[src/rtl/psrl_ram.sv]
module psrl_ram #(
    parameter int WIDTH = 8,
    parameter int DEPTH = 16
) (
    input  logic                     i_clk,
    input  logic                     i_we,
    input  logic [$clog2(DEPTH)-1:0] i_waddr,
    input  logic [WIDTH-1:0]         i_wdata,
    input  logic [$clog2(DEPTH)-1:0] i_raddr,
    output logic [WIDTH-1:0]         o_rdata
);

    logic [WIDTH-1:0] r_mem [DEPTH];
    logic [WIDTH-1:0] r_rdata;

    always_ff @(posedge i_clk) begin
        if (i_we) begin
            r_mem[i_waddr] <= i_wdata;
        end
        r_rdata <= r_mem[i_raddr];
    end

    assign o_rdata = r_rdata;

endmodule

[config.mk]
export PLATFORM = sky130hd
export DESIGN_NAME = psrl_ram
export DESIGN_NICKNAME = d
export VERILOG_FILES = /design/src/rtl/psrl_ram.sv
export SDC_FILE = /design/constraint.sdc
export NUM_CORES = 1
export LEC_CHECK = 0
export ABC_CLOCK_PERIOD_IN_PS = 1800
export CORE_ASPECT_RATIO = 0.8
export CORE_MARGIN = 5
export CORE_UTILIZATION = 30
export CTS_CLUSTER_DIAMETER = 30
export CTS_CLUSTER_SIZE = 40
export DETAILED_ROUTE_END_ITERATION = 16
export DONT_BUFFER_PORTS = 1
export GPL_ROUTABILITY_DRIVEN = 0
export MAX_ROUTING_LAYER = met4
export PLACE_DENSITY = 0.55
export SYNTH_ARGS = -nofsm -noshare
export SYNTH_HDL_FRONTEND = slang
export SYNTH_SLANG_ARGS = --single-unit
[constraint.sdc]
create_clock -name i_clk -period 1.8 [get_ports i_clk]
set_input_delay 0.27 -clock i_clk [delete_from_list [all_inputs] [get_ports i_clk]]
set_output_delay 0.27 -clock i_clk [all_outputs]
set_load 0.02 [all_outputs]
Word-level counts from Yosys, hierarchy flattened

Memories as Yosys holds them, arrays and structs flattened. A register that Yosys moved wholly into a read port is not among the register bits.
Cells that the tools add are included.

Logic and storage cells: 3
Bits in latches: 0
RAM bits: 128
Output and inout bits: 8
Memories: 1
ROM bits: 0
Register bits after elaboration: 0

Bitwise logic cells: 0
Order comparisons: 0
Div/mod/pow operators: 0
Muxes and demuxes: 2
Add/sub/neg operators: 0
Multipliers: 0
Shift-type cells: 0
Eq/ne operators: 0
Reductions and logical operators: 0

Memory list:

| name  | words | width | read ports | clocked after Yosys merged registers in | wr ports | line | RTL |
|---|---|---|---|---|---|---|---|
| r_mem | 16    | 8     | 1          | 1                                       | 1        | 13   | `logic [WIDTH-1:0] r_mem [DEPTH];` |

Operators by type and width:

| operator         | count |
|---|---|
| 2-to-1 mux 1 bit | 2 |

Logic depth before layout (Yosys ltp)

Depth in word-level cells: 2
Gate-level depth with buffers: 5

Least setup slack after synthesis

No wires, ideal clock.

Path kind: input to register
Start point: in i_waddr[2]
End point: mem r_mem[0][0], enable pin
Library setup time: 0.383 ns
Data required time: 1.417 ns
Stages on the path: 2
Path buffers: 0
Arrival: 1.380 ns
Path slack: 0.037 ns
Cells stage by stage: or3b_2 -> nor3_1

RTL lines:

| element     | line | RTL |
|---|---|---|
| from (decl) | 7    | `input logic [$clog2(DEPTH)-1:0] i_waddr,` |
| to (decl)   | 13   |  |

No word-level cell before the write port.

==> flow_metrics.env <==
export IMPL_area_growth_pct=18.7
export IMPL_antenna_left=0
export IMPL_cts_htree_levels=4
export IMPL_hold_viol=0
export IMPL_cts_sinks=136
export IMPL_totalWireLength_um=10400
export IMPL_track_usage_pct=11.2
export IMPL_pre_cts_slack_ns=0.363
export IMPL_holdPathStages=3
export IMPL_die_h_um=127
export IMPL_period_needed_ns=1.43
export IMPL_grt_first_pass_wirelength_um=15400
export IMPL_first_global_vias=2416
export IMPL_ys_seq_area_share_pct=77.8
export IMPL_rsz0062_at_grt="false"
export IMPL_worstReg2RegEnd="o_rdata[6]"
export IMPL_vias=2378
export IMPL_fmax_mhz=699
export IMPL_fin_skew_ns=0.00503
export IMPL_relSlewSlack_pct=57.0
export IMPL_post_route_period_util_pct=79.5
export IMPL_multiInputGateArea_um2=1060
export IMPL_arrival_ns=1.70
export IMPL_clk_pin_slew_ns=0.06
export IMPL_path_max_fanout=1
export IMPL_cts_tree="yes"
export IMPL_antenna_found_initial=0
export IMPL_wire_per_inst_um=20.9
export IMPL_reg2reg_from="r_mem[3][6]"
export IMPL_min_to="o_rdata[1]"
export IMPL_port_buffers=0
export IMPL_num_fill_cells=1526
export IMPL_grt_start_max_net_pins=33
export IMPL_run_status="finished clean"
export IMPL_syn_inst=229
export IMPL_final_nets=282
export IMPL_hold_start="i_raddr[1]"
export IMPL_start_util_pct=30.8
export IMPL_cts_root_buf="clkbuf_16"
export IMPL_firstDrtPassIters=4
export IMPL_reg2reg_slack_ns=0.37
export IMPL_ys_warn_count=0
export IMPL_path_class="reg2reg"
export IMPL_powerDensity_nw_per_um2=1160
export IMPL_critPathLaunchType="flip-flop"
export IMPL_seqCellArea_um2=4000
export IMPL_ir_drop_mv=0.564
export IMPL_numCtsBuffers=17
export IMPL_cts_buffer_depth=2
export IMPL_die_w_um=156
export IMPL_synth_avg_cell_area_um2=22.5
export IMPL_drt_iter0_drc=183
export IMPL_postLayoutSetupSlackWorst_ns=0.369
export IMPL_drc=0
export IMPL_final_setup_viol_count=0
export IMPL_n_antenna_cell=0
export IMPL_core_um2=16700
export IMPL_viasPerCell=4.78
export IMPL_slew_viol_final=0
export IMPL_hold_path_class="in2reg"
export IMPL_syn_area_um2=5150
export IMPL_cp_end_kind="flip-flop"
export IMPL_ys_ff_latch=136
export IMPL_insertion_delay_ns=0.40
export IMPL_drv_cap=0
export IMPL_synth_nets=247
export IMPL_worstRegToRegCells=3
export IMPL_overflow=0
export IMPL_leakagePower_nw=1.99
export IMPL_worst_ep_required_time_ns=2.07
export IMPL_worst_pin_slew_ns=0.642
export IMPL_finish_utilization_pct=36.6
export IMPL_core_rowCount=42
export IMPL_synth_cell_type_count=19
export IMPL_setup_tns_ns=0
export IMPL_drive_gt1_share_pct=22.7
export IMPL_whs_ns=0.173
export IMPL_io_pin_count=26
export IMPL_fp_dieArea_um2=19900
export IMPL_hpwl_um=6350
## cells in the final DEF, fill, tap and decap left out
cell,count
edfxtp_1,128
mux4_2,18
buf_4,18
clkbuf_16,17
a22oi_1,16
mux4_1,14
nor2_1,13
nand2_1,9
dlygate4sd3_1,8
dfxtp_1,8
nor3_1,4
clkinv_2,4
clkbuf_1,3
clkinv_1,3
nand3b_1,2
nand2b_1,2
bufinv_16,2
clkinvlp_4,2
nor2b_1,1
and2_1,1
and2b_1,1
nand3_1,1
or3b_2,1
clkbuf_8,1
## worst max-delay path: stages, from the launching register on
cell,delay (ns)
edfxtp_1,0.35
mux4_2,0.47
a22oi_1,0.36
nand2_1,0.12
## how the worst max path moves through the flow
stage / end / from / slack, ns
5_1_grt: o_rdata[6] / r_mem[7][6] / 0.29
6_report: o_rdata[6] / r_mem[3][6] / 0.37
3_5_place_dp: r_mem[0][0] / i_waddr[2] / 0.36
2_1_floorplan: r_mem[0][0] / i_waddr[2] / 0.04
3_3_place_gp: r_mem[0][6] / i_waddr[2] / 0.34
4_1_cts: o_rdata[4] / r_mem[9][4] / 0.35
## state kept, by name, indices dropped and copies added, names as in the netlist
name	flops
r_mem	128
o_rdata	8
## Yosys cell counts
master	n	share of area [%]
clkdlybuf4s25_2	3	0.58
buf_6	3	0.66
mux4_1	14	7.1
a22oi_1	16	2.3
nor2_1	13	0.95
nand3_1	1	0.097
buf_2	3	0.29
nor3_1	4	0.39
nand2_1	9	0.66
nand2b_1	2	0.24
dfxtp_1	8	3.1
or3b_2	1	0.17
nor2b_1	1	0.12
mux4_2	18	7.9
and2b_1	1	0.15
edfxtp_1	128	75
nand3b_1	2	0.29
and2_1	1	0.12
buf_4	1	0.15
## per-stage QoR
step / std cells / power, mW / cell area, um^2
floorplan: 229 / 3.83 / 5150
detailed placement: 457 / 3.86 / 5470
global route: 497 / 7.29 / 6110
global placement: 457 / 3.86 / 5470
finish: 497 / 7.08 / 6110
CTS: 497 / 7.15 / 6110
## report_power, final
group / leakage, nW / internal [mW] / switching [mW]
registers: 1.22 / 3.54 / 0.0493
logic: 0.500 / 0.121 / 0.131
clock network: 0.269 / 2.05 / 1.19
total: 1.99 / 5.71 / 1.37
## kinds of logic (layout without fill, tap and decap cells)
logic type / count (synthesis) / in the layout / share of synthesized area (%)
DFF: 136 / 136 / 77.8
and+or+nand+nor: 35 / 35 / 3.18
muxes: 32 / 32 / 15.0
AOI/OAI and AO/OA: 16 / 16 / 2.33
buffers and inverters: 10 / 58 / 1.68
## final cells by class
cell class                 instances  share of cell area, %
sequential                       136                   65.5
clock inverter                    11                   1.74
multi-input combinational         83                   17.3
timing repair buffer              26                   3.52
tap                              220                   4.51
clock buffer                      21                   7.37
## timing repair
item	in CTS	in global routing
endpoints found under the hold margin	128	0
resized for setup	0	0
endpoints found under the setup margin	0	0
setup buffers	0	0
hold buffers	8	0
## routing by layer
metal	track usage, %	wire length [um]	vias to the layer above	part of all wire [%]
met5	-	0	-	0
met2	16.5	5010	57	48
li1	-	-	1045	-
met3	2.87	473	5	4.5
met1	15.3	4850	1271	47
met4	3.67	72	0	0.69
Note: power is estimated with default switching activity, not from simulation.
