**config.mk**
```make
export PLATFORM = sky130hd
export DESIGN_NAME = psrl_cfg_regs
export DESIGN_NICKNAME = d
export VERILOG_FILES = /design/src/rtl/psrl_pkg.sv /design/src/rtl/psrl_cfg_regs.sv
export SDC_FILE = /design/constraint.sdc
export NUM_CORES = 1
export LEC_CHECK = 0
export BUFFER_PORTS_ARGS = -buffer_cell sky130_fd_sc_hd__buf_2
export CAP_MARGIN = 20
export CORE_UTILIZATION = 25
export DETAILED_ROUTE_END_ITERATION = 12
export GPL_TIMING_DRIVEN = 0
export PLACE_DENSITY = 0.52
export SYNTH_ARGS = -nofsm -noshare
export SYNTH_HDL_FRONTEND = slang
export SYNTH_SLANG_ARGS = --single-unit
```
**constraint.sdc**
```tcl
create_clock -name i_clk -period 4.2 [get_ports i_clk]
set_clock_uncertainty 0.2 [all_clocks]
set_input_delay 0.84 -clock i_clk [delete_from_list [all_inputs] [get_ports i_clk]]
set_output_delay 0.84 -clock i_clk [all_outputs]
set_load 0.05 [all_outputs]
```
**src/rtl/psrl_pkg.sv**
```systemverilog
package psrl_pkg;

    localparam int TABLE_ENTRIES = 1024;
    localparam int IDX_W         = $clog2(TABLE_ENTRIES);
    localparam int FOLD_SHIFT    = 20;

    localparam int ADDR_W  = 32;
    localparam int TS_W    = 64;
    localparam int TALLY_W = 32;
    localparam int LIMIT_W = 16;
    localparam int LEN_W   = 40;
    localparam int MODE_W  = 2;
    localparam int CFG_IDX_W  = 3;
    localparam int CFG_DATA_W = 40;

    localparam logic [LIMIT_W-1:0] LIMIT_NORMAL_RST   = 16'd200;
    localparam logic [LIMIT_W-1:0] LIMIT_ELEVATED_RST = 16'd80;
    localparam logic [LIMIT_W-1:0] LIMIT_CRITICAL_RST = 16'd30;
    localparam logic [LEN_W-1:0]   WINDOW_LEN_RST     = 40'd1000000000;
    localparam logic [LEN_W-1:0]   BLACKHOLE_LEN_RST  = 40'd30000000000;

    localparam logic [TALLY_W-1:0] TALLY_MAX = '1;

    typedef enum logic [CFG_IDX_W-1:0] {
        REG_THREAT_LEVEL     = 3'd0,
        REG_LIMIT_NORMAL     = 3'd1,
        REG_LIMIT_ELEVATED   = 3'd2,
        REG_LIMIT_CRITICAL   = 3'd3,
        REG_WINDOW_LENGTH    = 3'd4,
        REG_BLACKHOLE_LENGTH = 3'd5
    } t_reg_idx;

    typedef enum logic [MODE_W-1:0] {
        MODE_NORMAL   = 2'd0,
        MODE_ELEVATED = 2'd1,
        MODE_CRITICAL = 2'd2
    } t_mode;

    typedef enum logic [1:0] {
        ST_CLEAR,
        ST_IDLE,
        ST_READ,
        ST_EXEC
    } t_state;

    typedef struct packed {
        logic [MODE_W-1:0]  threat_level;
        logic [LIMIT_W-1:0] limit_normal;
        logic [LIMIT_W-1:0] limit_elevated;
        logic [LIMIT_W-1:0] limit_critical;
        logic [LEN_W-1:0]   window_length;
        logic [LEN_W-1:0]   blackhole_length;
    } t_cfg;

    typedef struct packed {
        logic               valid;
        logic [ADDR_W-1:0]  key;
        logic [TS_W-1:0]    window_begin;
        logic [TALLY_W-1:0] packet_tally;
        logic [TS_W-1:0]    block_deadline;
    } t_entry;

    localparam int ENTRY_W = $bits(t_entry);

    typedef struct packed {
        logic new_entry;
        logic newly_blackholed;
        logic drop;
    } t_verdict;

    function automatic logic [IDX_W-1:0] slot_of(input logic [ADDR_W-1:0] addr);
        logic [ADDR_W-1:0] f;
        f = (addr ^ (addr >> FOLD_SHIFT)) & ADDR_W'(32'h000F_FFFF);
        return f[IDX_W-1:0];
    endfunction

endpackage

```
**src/rtl/psrl_cfg_regs.sv**
```systemverilog
module psrl_cfg_regs (
    input  logic                             i_clk,
    input  logic                             i_rst_n,
    input  logic                             i_cfg_valid,
    input  logic [psrl_pkg::CFG_IDX_W-1:0]   i_cfg_index,
    input  logic [psrl_pkg::CFG_DATA_W-1:0]  i_cfg_data,
    output psrl_pkg::t_cfg                   o_cfg
);
    import psrl_pkg::*;

    t_cfg r_cfg;

    always_ff @(posedge i_clk) begin
        if (!i_rst_n) begin
            r_cfg.threat_level     <= MODE_NORMAL;
            r_cfg.limit_normal     <= LIMIT_NORMAL_RST;
            r_cfg.limit_elevated   <= LIMIT_ELEVATED_RST;
            r_cfg.limit_critical   <= LIMIT_CRITICAL_RST;
            r_cfg.window_length    <= WINDOW_LEN_RST;
            r_cfg.blackhole_length <= BLACKHOLE_LEN_RST;
        end else if (i_cfg_valid) begin
            case (i_cfg_index)
                REG_THREAT_LEVEL:     r_cfg.threat_level     <= i_cfg_data[MODE_W-1:0];
                REG_LIMIT_NORMAL:     r_cfg.limit_normal     <= i_cfg_data[LIMIT_W-1:0];
                REG_LIMIT_ELEVATED:   r_cfg.limit_elevated   <= i_cfg_data[LIMIT_W-1:0];
                REG_LIMIT_CRITICAL:   r_cfg.limit_critical   <= i_cfg_data[LIMIT_W-1:0];
                REG_WINDOW_LENGTH:    r_cfg.window_length    <= i_cfg_data[LEN_W-1:0];
                REG_BLACKHOLE_LENGTH: r_cfg.blackhole_length <= i_cfg_data[LEN_W-1:0];
                default: ;
            endcase
        end
    end

    assign o_cfg = r_cfg;

endmodule

```
# Yosys cells after proc, flatten, opt, wreduce, memory -nomap -nowiden

Cells that the tools add are included.

Bits in read-only memories: 0
Output and inout bits: 130
Word-level logic and storage cells: 18
Register bits after elaboration: 130
RAM bits: 0
Memories kept: 0
Latch bits: 0

Add/subtract/negate cells: 0
$lt $le $gt $ge: 0
Reduce and logical (&&, ||, !) cells: 7
Multiplexer cells: 0
Bitwise gates (word level): 0
Equality and inequality tests: 5
Shift-type cells: 0
Divide/modulo/power cells: 0
$mul: 0

Operators with widths:

| operator           | count |
|---|---|
| $reduce_and 2->1   | 6 |
| $eq 3x2->1 const B | 2 |
| $eq 3x3->1 const B | 2 |
| $eq 3x1->1 const B | 1 |
| $logic_not 3->1    | 1 |

# Logic depth before layout (Yosys ltp)

Word-level depth: 2
Mapped depth: 5
Mapped depth without buffers: 2

# Least setup slack after synthesis

No wires, ideal clock.

Path kind: input to register
Start point: input i_cfg_index[0] (netlist bit)
End point: register r_cfg (netlist bit o_cfg[40])
Stages on the path: 5
Path slack: 2.248 ns
Path buffers: 3
Arrival: 1.681 ns
Data required time: 3.928 ns
Cells stage by stage: buf_4 > and4bb_1 > buf_6 > buf_6 > mux2i_1

Cells in the longest elaborated chain, start to end: 2

RTL lines:

| what                              | line                | source |
|---|---|---|
| from (decl)                       | psrl_cfg_regs.sv:5  | `input logic [psrl_pkg::CFG_IDX_W-1:0] i_cfg_index,` |
| $eq 3x3->1                        | psrl_cfg_regs.sv:22 | `case (i_cfg_index)` |
| $reduce_and 2->1 (no source line) | -                   |  |
| to (decl)                         | psrl_cfg_regs.sv:11 | `t_cfg r_cfg;` |

Every way passes these cells.
A chain may end at the register's enable or synchronous reset.

# Worst setup path in the final report

Start point: register r_cfg (netlist bit o_cfg[119])
End point: output o_cfg[119] (netlist bit)

RTL lines:

| what      | line               | source |
|---|---|---|
| to (decl) | psrl_cfg_regs.sv:7 | `output psrl_pkg::t_cfg o_cfg` |

No word-level cell between the ends.

==> reports/results.tsv <==
stage	metric	value	unit
outcome	status	complete, no violations	
placed_design	place.port_buffers	173	
synth	yosysWarnings	0	
die	initial_core_util	0.255	
route	avgViaCountPerCell	4.17	
grt	grt_max_degree	17	
route	antenna_left	0	
sta	post-route-period-util	0.496	
route	wl_per_cell	17.1	µm
layout	antennaDiodeCount	0	
die	ios	176	
layout	regArea	2600	µm²
synth	synth_cells	501	
die	core_area	20200	µm²
synth	synth.net_count	547	
clock_tree	cts_hold_buffers	0	
synth	synth-seq-area-share	0.504	
sta	max_freq	0.480	GHz
route	routed_wirelength	16600	µm
clock_tree	clockBufferDepth	2	
placed_design	gp_congestion	0.724	
die	dieArea	21200	µm²
pwr	power.density	438	nW/µm²
setup_path	worstPathMaxFanout	2	
layout	fin_area	6950	µm²
synth	synth.distinct_cells	18	
synth	avgSynthCellArea	10.3	µm²
worst_hold_path	hold_path.class	register to register	
pwr	total_power	3.04	mW
clock_tree	h-tree-depth	4	
synth	postSynth.asyncResetShare	0	
sta	min_period	2.09	ns
clock_tree	cts_sinks	130	
clock_tree	clkTransAtPathRegs	0.06	ns
layout	area_growth	34.5	%
synth	yosys-top-cells-count	130 x dfxtp_1, 130 x mux2i_1, 129 x nand2_1	
sta	setup_tns	0	ns
synth	syn-cell-area	5170	µm²
synth	synth_seq_cells	130	
clock_tree	cts_setup_buffers	0	
layout	utilization	0.343	
grt	grt_pass1_wl	25000	µm
setup_path	crit_family	flip-flops	
placed_design	post_dp_cell_area	6370	µm²
route	drt_pre_antenna_iters	4	
setup_path	slowest_stage	dfxtp_1	
setup_path	required	3.16	ns
grt	grt_overflow	0	
placed_design	dpl.hpwl	12100	µm
route	vias	4055	
layout	multiInputGateArea	2310	µm²
grt	antenna_found_initial	0	
setup_path	cp.arrival	1.05	ns
setup_path	criticalPathCategory	register to output pin	
clock_tree	clkLatencyLatePin	0.41	ns
sta	setup_violations	0	
die	die_h	146	µm
clock_tree	tritoncts	built	
sta	fin_hold_ws	0.253	ns
pwr	ir_drop	0.239	mV
sta	slew_violations	0	
sta	rsz0062_at_grt	false	
layout	fill_cells	2112	
layout	layout-drive-gt1-share	0.324	
flow_run	max_cap_viol_count	0	
layout	largest_register_ffs	130	
synth	yosys.area.top_type_share	0.504	
setup_path	slowest_delay	0.36	ns
synth	synth.area.top_cells	dfxtp_1 50%, mux2i_1 25%, nand2_1 9.4%	
route	drc_errors	0	
setup_path	crit_chain	buf_2	
grt	grt_pass1_vias	4067	
die	rows	52	
clock_tree	cts_buffers	17	
clock_tree	cts_resized	0	
route	drt_iter0_markers	124	
die	die_w	146	µm
setup_path	crit_buf_inv	1	
grt	grt_usage	0.161	
synth	synth_flop_cell	dfxtp_1	
clock_tree	cts_root_buf	clkbuf_16	
pwr	p_leak	3.16	nW
synth	synth_edf_count	0	
layout	final_nets	739	
sta	tightest_slew	0.715	ns
setup_path	critPathLaunchType	register	
synth	yosys.area.top_type	dfxtp_1	
sta	relSlewSlack	0.523	
setup_path	worst_setup_path_end_kind	output pin	
sta	hold_violations	0	
==> worst paths after layout <==
kind / startpoint / end / depth (start not counted) / slack, ns
max: o_cfg[119]$_SDFFE_PN1P_ / o_cfg[119] / 1 / 2.11
min: o_cfg[72]$_SDFFE_PN0P_ / o_cfg[72]$_SDFFE_PN0P_ / 2 / 0.25
max reg2reg: o_cfg[78]$_SDFFE_PN0P_ / o_cfg[78]$_SDFFE_PN0P_ / 2 / 3.37
min reg2reg: o_cfg[72]$_SDFFE_PN0P_ / o_cfg[72]$_SDFFE_PN0P_ / 2 / 0.25
==> power by group <==
part           switching (mW)  total, mW  leakage [nW]  internal, mW
Clock                   0.554       1.47         0.265         0.911
Combinational           0.213      0.301          1.84        0.0878
Sequential             0.0134       1.27          1.05          1.26
==> cell type report <==
class / instances / share of cell area
clock buffers: 21 / 0.0677
multi-input cells: 333 / 0.332
clock inverters: 8 / 0.0153
plain buffers: 38 / 0.0373
well taps: 270 / 0.0486
flip-flops and latches: 130 / 0.375
repair buffers: 173 / 0.125
==> layer usage <==
| layer | vias to the layer above | part of all wire | track usage |
|---|---|---|---|
| li1 | 2033 | - | - |
| met1 | 1888 | 0.47 | 0.206 |
| met2 | 117 | 0.46 | 0.260 |
| met3 | 17 | 0.052 | 0.0408 |
| met4 | 0 | 0.014 | 0.0584 |
| met5 | - | 0 | 0 |
==> cell usage in the layout (no fill, tap or decap) <==
cell / netlist / final
and4bb_1: 2 / 2
nor2b_1: 65 / 65
clkbuf_8: 0 / 3
bufinv_16: 0 / 2
buf_6: 9 / 9
and4bb_2: 1 / 1
nand4b_1: 1 / 1
clkbuf_16: 0 / 17
clkinvlp_4: 0 / 5
clkbuf_1: 16 / 17
and4b_2: 1 / 1
nand4b_2: 1 / 1
buf_2: 8 / 181
nand2_1: 129 / 129
nor4b_2: 1 / 1
mux2i_1: 130 / 130
and4b_1: 1 / 1
clkinv_4: 0 / 1
buf_4: 3 / 3
dfxtp_1: 130 / 130
nand4bb_2: 1 / 1
buf_8: 1 / 1
buf_12: 1 / 1
==> cells by family (layout without fill, tap and decap cells) <==
| kind of cell | Yosys count | count (layout) | synth area share |
|---|---|---|---|
| mux | 130 | 130 | 0.252 |
| simple gates | 203 | 203 | 0.194 |
| flops | 130 | 130 | 0.504 |
| buf+inv | 38 | 240 | 0.0501 |
==> metrics by stage <==
step | instances | worst slack, ns
2_1_floorplan | 501 | 2.25
3_3_place_gp | 944 | 1.95
3_5_place_dp | 944 | 1.93
4_1_cts | 973 | 2.09
5_1_grt | 973 | 2.06
6_report | 973 | 2.11
No activity file was read; power rests on OpenSTA's default activity.
