File: config.mk
export PLATFORM = sky130hd
export DESIGN_NAME = psrl_update
export DESIGN_NICKNAME = d
export VERILOG_FILES = /design/src/rtl/psrl_pkg.sv /design/src/rtl/psrl_update.sv
export SDC_FILE = /design/constraint.sdc
export NUM_CORES = 1
export LEC_CHECK = 0
export BUFFER_PORTS_ARGS = -buffer_cell sky130_fd_sc_hd__buf_2
export CAP_MARGIN = 25
export CORE_AREA = 2 2 242 244
export DETAILED_ROUTE_END_ITERATION = 10
export DIE_AREA = 0 0 244 246
export GPL_ROUTABILITY_DRIVEN = 0
export GPL_TIMING_DRIVEN = 0
export PLACE_DENSITY = 0.6
export SETUP_SLACK_MARGIN = 0.02
export SYNTH_ARGS = -nofsm -noshare
export SYNTH_HDL_FRONTEND = slang
export SYNTH_SLANG_ARGS = --single-unit
File: constraint.sdc
create_clock -name i_clk -period 5.4 [get_ports i_clk]
set_clock_uncertainty 0.15 [all_clocks]
set_input_delay 0.54 -clock i_clk [delete_from_list [all_inputs] [get_ports i_clk]]
set_output_delay 0.54 -clock i_clk [all_outputs]
set_load 0.01 [all_outputs]
File: src/rtl/psrl_pkg.sv
package psrl_pkg;

    localparam int TABLE_ENTRIES = 1024;
    localparam int IDX_W         = $clog2(TABLE_ENTRIES);
    localparam int FOLD_SHIFT    = 20;

    localparam int ADDR_W  = 32;
    localparam int TS_W    = 64;
    localparam int TALLY_W = 32;
    localparam int LIMIT_W = 16;
    localparam int LEN_W   = 40;
    localparam int MODE_W  = 2;
    localparam int CFG_IDX_W  = 3;
    localparam int CFG_DATA_W = 40;

    localparam logic [LIMIT_W-1:0] LIMIT_NORMAL_RST   = 16'd200;
    localparam logic [LIMIT_W-1:0] LIMIT_ELEVATED_RST = 16'd80;
    localparam logic [LIMIT_W-1:0] LIMIT_CRITICAL_RST = 16'd30;
    localparam logic [LEN_W-1:0]   WINDOW_LEN_RST     = 40'd1000000000;
    localparam logic [LEN_W-1:0]   BLACKHOLE_LEN_RST  = 40'd30000000000;

    localparam logic [TALLY_W-1:0] TALLY_MAX = '1;

    typedef enum logic [CFG_IDX_W-1:0] {
        REG_THREAT_LEVEL     = 3'd0,
        REG_LIMIT_NORMAL     = 3'd1,
        REG_LIMIT_ELEVATED   = 3'd2,
        REG_LIMIT_CRITICAL   = 3'd3,
        REG_WINDOW_LENGTH    = 3'd4,
        REG_BLACKHOLE_LENGTH = 3'd5
    } t_reg_idx;

    typedef enum logic [MODE_W-1:0] {
        MODE_NORMAL   = 2'd0,
        MODE_ELEVATED = 2'd1,
        MODE_CRITICAL = 2'd2
    } t_mode;

    typedef enum logic [1:0] {
        ST_CLEAR,
        ST_IDLE,
        ST_READ,
        ST_EXEC
    } t_state;

    typedef struct packed {
        logic [MODE_W-1:0]  threat_level;
        logic [LIMIT_W-1:0] limit_normal;
        logic [LIMIT_W-1:0] limit_elevated;
        logic [LIMIT_W-1:0] limit_critical;
        logic [LEN_W-1:0]   window_length;
        logic [LEN_W-1:0]   blackhole_length;
    } t_cfg;

    typedef struct packed {
        logic               valid;
        logic [ADDR_W-1:0]  key;
        logic [TS_W-1:0]    window_begin;
        logic [TALLY_W-1:0] packet_tally;
        logic [TS_W-1:0]    block_deadline;
    } t_entry;

    localparam int ENTRY_W = $bits(t_entry);

    typedef struct packed {
        logic new_entry;
        logic newly_blackholed;
        logic drop;
    } t_verdict;

    function automatic logic [IDX_W-1:0] slot_of(input logic [ADDR_W-1:0] addr);
        logic [ADDR_W-1:0] f;
        f = (addr ^ (addr >> FOLD_SHIFT)) & ADDR_W'(32'h000F_FFFF);
        return f[IDX_W-1:0];
    endfunction

endpackage

File: src/rtl/psrl_update.sv
module psrl_update (
    input  logic                          i_clk,
    input  logic                          i_load,
    input  psrl_pkg::t_entry              i_rd_entry,
    input  logic [psrl_pkg::ADDR_W-1:0]   i_addr,
    input  logic [psrl_pkg::TS_W-1:0]     i_ts,
    input  psrl_pkg::t_cfg                i_cfg,
    output psrl_pkg::t_entry              o_wr_entry,
    output psrl_pkg::t_verdict            o_verdict
);
    import psrl_pkg::*;

    t_entry             r_old;
    logic               r_hit;
    logic               r_blocked;
    logic               r_expired;
    logic [TALLY_W-1:0] r_tally_inc;

    logic [TS_W-1:0]    elapsed;
    logic [LIMIT_W-1:0] limit;
    logic               over;
    logic [TS_W-1:0]    deadline_new;

    assign elapsed = i_ts - i_rd_entry.window_begin;

    // Evaluate the entry read back from the table
    always_ff @(posedge i_clk) begin
        if (i_load) begin
            r_old       <= i_rd_entry;
            r_hit       <= i_rd_entry.valid && (i_rd_entry.key == i_addr);
            r_blocked   <= (i_rd_entry.block_deadline != '0) &&
                           (i_ts < i_rd_entry.block_deadline);
            r_expired   <= elapsed > {{(TS_W-LEN_W){1'b0}}, i_cfg.window_length};
            r_tally_inc <= (i_rd_entry.packet_tally == TALLY_MAX) ?
                           i_rd_entry.packet_tally : i_rd_entry.packet_tally + 1'b1;
        end
    end

    always_comb begin
        case (i_cfg.threat_level)
            MODE_ELEVATED: limit = i_cfg.limit_elevated;
            MODE_CRITICAL: limit = i_cfg.limit_critical;
            default:       limit = i_cfg.limit_normal;
        endcase
    end

    assign over         = r_tally_inc > {{(TALLY_W-LIMIT_W){1'b0}}, limit};
    assign deadline_new = i_ts + {{(TS_W-LEN_W){1'b0}}, i_cfg.blackhole_length};

    always_comb begin
        o_wr_entry = r_old;
        o_verdict  = '0;
        if (!r_hit) begin
            o_wr_entry.valid          = 1'b1;
            o_wr_entry.key            = i_addr;
            o_wr_entry.window_begin   = i_ts;
            o_wr_entry.packet_tally   = TALLY_W'(1);
            o_wr_entry.block_deadline = '0;
            o_verdict.new_entry       = 1'b1;
        end else if (r_blocked) begin
            o_verdict.drop = 1'b1;
        end else if (r_expired) begin
            o_wr_entry.window_begin   = i_ts;
            o_wr_entry.packet_tally   = TALLY_W'(1);
            o_wr_entry.block_deadline = '0;
        end else begin
            o_wr_entry.packet_tally = r_tally_inc;
            if (over) begin
                o_wr_entry.block_deadline  = deadline_new;
                o_verdict.drop             = 1'b1;
                o_verdict.newly_blackholed = 1'b1;
            end
        end
    end

endmodule

Yosys cells after proc, flatten, opt, wreduce, memory -nomap -nowiden:

Index checks and enable logic that the tools add are counted.

* $mul: 0
* $add $sub $neg: 3
* equal/unequal tests: 4
* reductions and logical operators: 3
* mux-type cells: 14
* bitwise gates (word level): 0
* div/mod/pow operators: 0
* order comparisons: 3
* shifts and indexed selects: 0

Operators with widths (count)
* $mux W160: 2
* $mux W64: 2
* $mux W96: 1
* $add A64 B40 Y64: 1
* $gt A64 B40 Y1: 1
* $lt A64 B64 Y1: 1
* $reduce_bool A64 Y1: 1
* $sub A64 B64 Y64: 1
* $mux W33: 1
* $add A32 B1 Y32 const B: 1
* $eq A32 B32 Y1: 1
* $eq A32 B32 Y1 const B: 1
* $gt A32 B16 Y1: 1
* $mux W32: 1
* $pmux W16 S2: 1
* $mux W2: 3
* $mux W1: 3
* $eq A2 B1 Y1 const B: 1
* $eq A2 B2 Y1 const B: 1
* $logic_and A1 B1 Y1: 2

* input port bits: 421
* register bits after elaboration: 228
* bits in writable memories: 0
* logic and storage cells: 36
* bits in read-only memories: 0
* bits in latches: 0
* output and inout port bits: 196
* memories kept: 0

Logic depth before layout (Yosys ltp):

* depth in word-level cells: 7
* depth in mapped cells: 27
* depth with buffers taken out: 27

Least setup slack after synthesis:

Ideal clock, no wire load.

* path kind: in2reg
* from: in i_ts[0] in the netlist's numbering
* to: reg r_expired, data pin
* slack: -0.236 ns
* data arrival time: 5.214 ns
* required time: 4.978 ns
* path buffers: 0
* stages: 26
* setup time: 0.272 ns
* cells stage by stage: inv_1 ha_1 inv_1 fa_1 a211oi_1 o21ai_1 nand3_1 nand2_1 a21oi_1 o21ai_0 a21oi_1 o21bai_1 a21oi_1 o21ai_0 xor2_1 ha_1 and4_1 a221oi_1 o211ai_1 a211oi_1 a311oi_1 nor4_1 o2111a_1 and3_1 o2111ai_1 or4_1

* longest elaborated chain between the ends: 2

RTL lines
* from (decl): line psrl_update.sv:6 `input logic [psrl_pkg::TS_W-1:0] i_ts,`
* $sub A64 B64 Y64: line psrl_update.sv:24 `assign elapsed = i_ts - i_rd_entry.window_begin;`
* $gt A64 B40 Y1: line psrl_update.sv:33 `r_expired <= elapsed > {{(TS_W-LEN_W){1'b0}}, i_cfg.window_length};`
* to (signal assigned): line psrl_update.sv:33
* to (decl): line psrl_update.sv:16 `logic r_expired;`

No other way between the ends.
A chain may end at the register's enable or synchronous reset.

Final worst setup path:

* from: in i_ts[13] in the netlist's numbering
* to: reg r_expired, data pin

The elaborated chain is that of the path after synthesis.

==> results.cfg <==
[outcome]
status = finished clean

[setup_path]
path_depth = 25
required_ns = 5.57
path_buf_inv = 1
crit_family = compound AO/OA/AOI/OAI gates
cpMostUsedCell = a21oi_2
crit_arrival_ns = 5.50
crit_path_max_fanout = 6
crit_path_start_kind = input pin
worstSetupEndpointType = register
slowest_delay_ns = 0.61
path_class = input pin to register
slowest_stage = or4_4

[power]
p_int_mw = 4.08
p_leak_nw = 12.6
switchingPower_mw = 2.29
clkPwrFrac_pct = 29.4
max-vdd-ir-drop_mv = 0.242
seq_power_share_pct = 33.8
p_comb_share_pct = 36.8
powerDensity_nw_per_um2 = 233
swShare_pct = 36.0

[floorplanning]
die_height_um = 246
fp.dieW_um = 244
rows = 88
start_util_pct = 35.6
die_area_um2 = 60000
core_area_um2 = 57400
boundaryPins = 617

[global_routing]
grt_max_degree = 117
antenna_found_initial = 19
grt_pass1_vias = 21800
grtUsageTotal_pct = 27.7
grt_overflow = 0
grt_pass1_wl_um = 127000

[sta]
period_minus_slack_ns = 5.33
max_freq_ghz = 0.188
slew_headroom_pct = 19.6
rsz0062_at_grt = yes
hold_viol = 0
min_period_over_period_pct = 98.7
drv_slew = 0
worst_pin_slew_ns = 1.19
setup_viol = 0
tns_ns = 0

[route]
drt_wl_total_um = 87900
ant_nets = 0
via_per_inst = 5.50
drtPass1Iterations = 6
drt-initial-drc-count = 1569
drc = 0
vias = 21800
wire_per_inst_um = 22.1

[yosys]
synth-main-ff-cell = edfxtp_1
avgSynthCellArea_um2 = 8.62
seq_area_frac_synth_pct = 33.5
async_flop_share_pct = 0
synth-edff-count = 228
synthTopCellsByCount = nand2_1 (379), edfxtp_1 (228), ha_1 (225)
ys_seq_elements = 228
syn_nets = 3015
ys_warn_count = 0
yosys.area.top_type = edfxtp_1
yosysMostFrequentCell = nand2_1
synth_cell_type_count = 81
synthCells = 2367
netlist_area_um2 = 20400
synth_area_leaders = edfxtp_1 (34%), ha_1 (14%), nand2_1 (7.0%)
synth_top_area_share_pct = 33.5

[clock_tree]
cts_buffers = 30
clk_pin_slew_worst_paths_ns = 0.06
htreeDepth = 1
ctsLongestPathBuffers = 3
ctsRootBufferMaster = clkbuf_16
cts_sinks = 228
cts_tree = yes

[placed_design]
dpl-instance-area_um2 = 24500
dpl.hpwl_um = 70900
io_buffers = 616

[final_layout]
synthToLayoutAreaGrowth_pct = 33.7
layout-drive-gt1-share_pct = 25.4
utilization_pct = 47.6
finish.instance_area_um2 = 27300
fin_nets = 3817

[worst_hold_path]
hold_path.startpoint = i_rd_entry[55]
min_path_type = input pin to register
min_to = r_old[55]
worstHoldPathCells = 1

[run]
maxCapViolations = 0
[per-stage QoR]
stage | power [mW] | setup slack, ns | cells | hold slack, ns
final | 6.37 | 0.0698 | 3974 | 0.0318
after global routing | 6.69 | -0.0840 | 3972 | 0.00104
after CTS | 6.34 | -0.125 | 3958 | 0.000776
after detailed placement | 4.32 | -1.66 | 3749 | 0.585
after global placement | 4.28 | -1.62 | 3748 | 0.584
after floorplan | 3.43 | 0.0932 | 2367 | 0.489
[state kept, by name (all words and copies together), names as in the netlist]
| register | flops |
|---|---|
| r_blocked | 1 |
| r_expired | 1 |
| r_hit | 1 |
| r_old | 193 |
| r_tally_inc | 32 |
[power by group through the flow]
stage	combinational [mW]	clock [mW]	sequential [mW]
after CTS	2.27	1.92	2.15
after detailed placement	2.13	0	2.19
final	2.34	1.87	2.15
after global routing	2.55	1.98	2.16
after floorplan	1.25	0	2.17
after global placement	2.09	0	2.19
[layout make-up]
type	count	area (um2)
antenna	17	42.5
buffer	78	399
clock buffer	38	781
clock inverter	17	126
fill	5537	30100
inverter	211	800
multi-input combinational	1842	12600
sequential	228	6850
tap	765	957
timing repair buffer	778	4700
[per-layer routing]
layer  share of wire (%)  vias to the layer above  track usage, %
met5               0.034                        -               0
li1                    -                    10200               -
met4                 5.6                        4            14.6
met1                  39                    10300            32.1
met2                  49                     1045            49.3
met3                 6.6                      236            4.11
[cell usage in the layout, fill, tap and decap left out, types with 21 or more instances in the layout]
cell and count:
a21o_1 59, a21oi_1 183, a22o_1 33, a22oi_1 24, buf_2 619, buf_4 21
clkbuf_1 55, clkbuf_16 30, dlygate4sd3_1 144, edfxtp_1 228, ha_1 222, inv_1 209
mux2_2 33, nand2_1 377, nand3_1 59, nand4_1 79, nor2_1 106, nor3_1 30
nor4_1 34, o21ai_0 128, xnor2_1 97, xor2_1 70
[timing repair]
| item | in CTS | in global routing |
|---|---|---|
| endpoints found under the setup margin | 64 | 50 |
| hold buffers | 143 | 1 |
| setup buffers | 12 | 5 |
| hold endpoints to repair | 143 | 1 |
| gates resized for setup | 47 | 49 |
| pin swaps | 21 | 21 |
[cell families after synthesis]
| family | Yosys count | synth area share [%] |
|---|---|---|
| AO/OA/AOI/OAI | 593 | 18.5 |
| XOR/XNOR | 167 | 7.17 |
| multiplexers | 48 | 2.56 |
| flip-flops | 228 | 33.5 |
| buffers and inverters | 297 | 5.80 |
| adder cells (fa/ha/maj) | 227 | 14.0 |
| AND/OR/NAND/NOR | 807 | 18.5 |
[worst max path at each step]
stage / endpoint / slack (ns) / startpoint
floorplan: r_expired / 0.09 / i_ts[0]
global placement: r_expired / -1.62 / i_rd_entry[102]
detailed placement: r_expired / -1.66 / i_rd_entry[102]
CTS: r_expired / -0.13 / i_ts[0]
global route: r_expired / -0.08 / i_ts[0]
finish: r_expired / 0.07 / i_ts[13]
(Power assumes the default switching activity.)
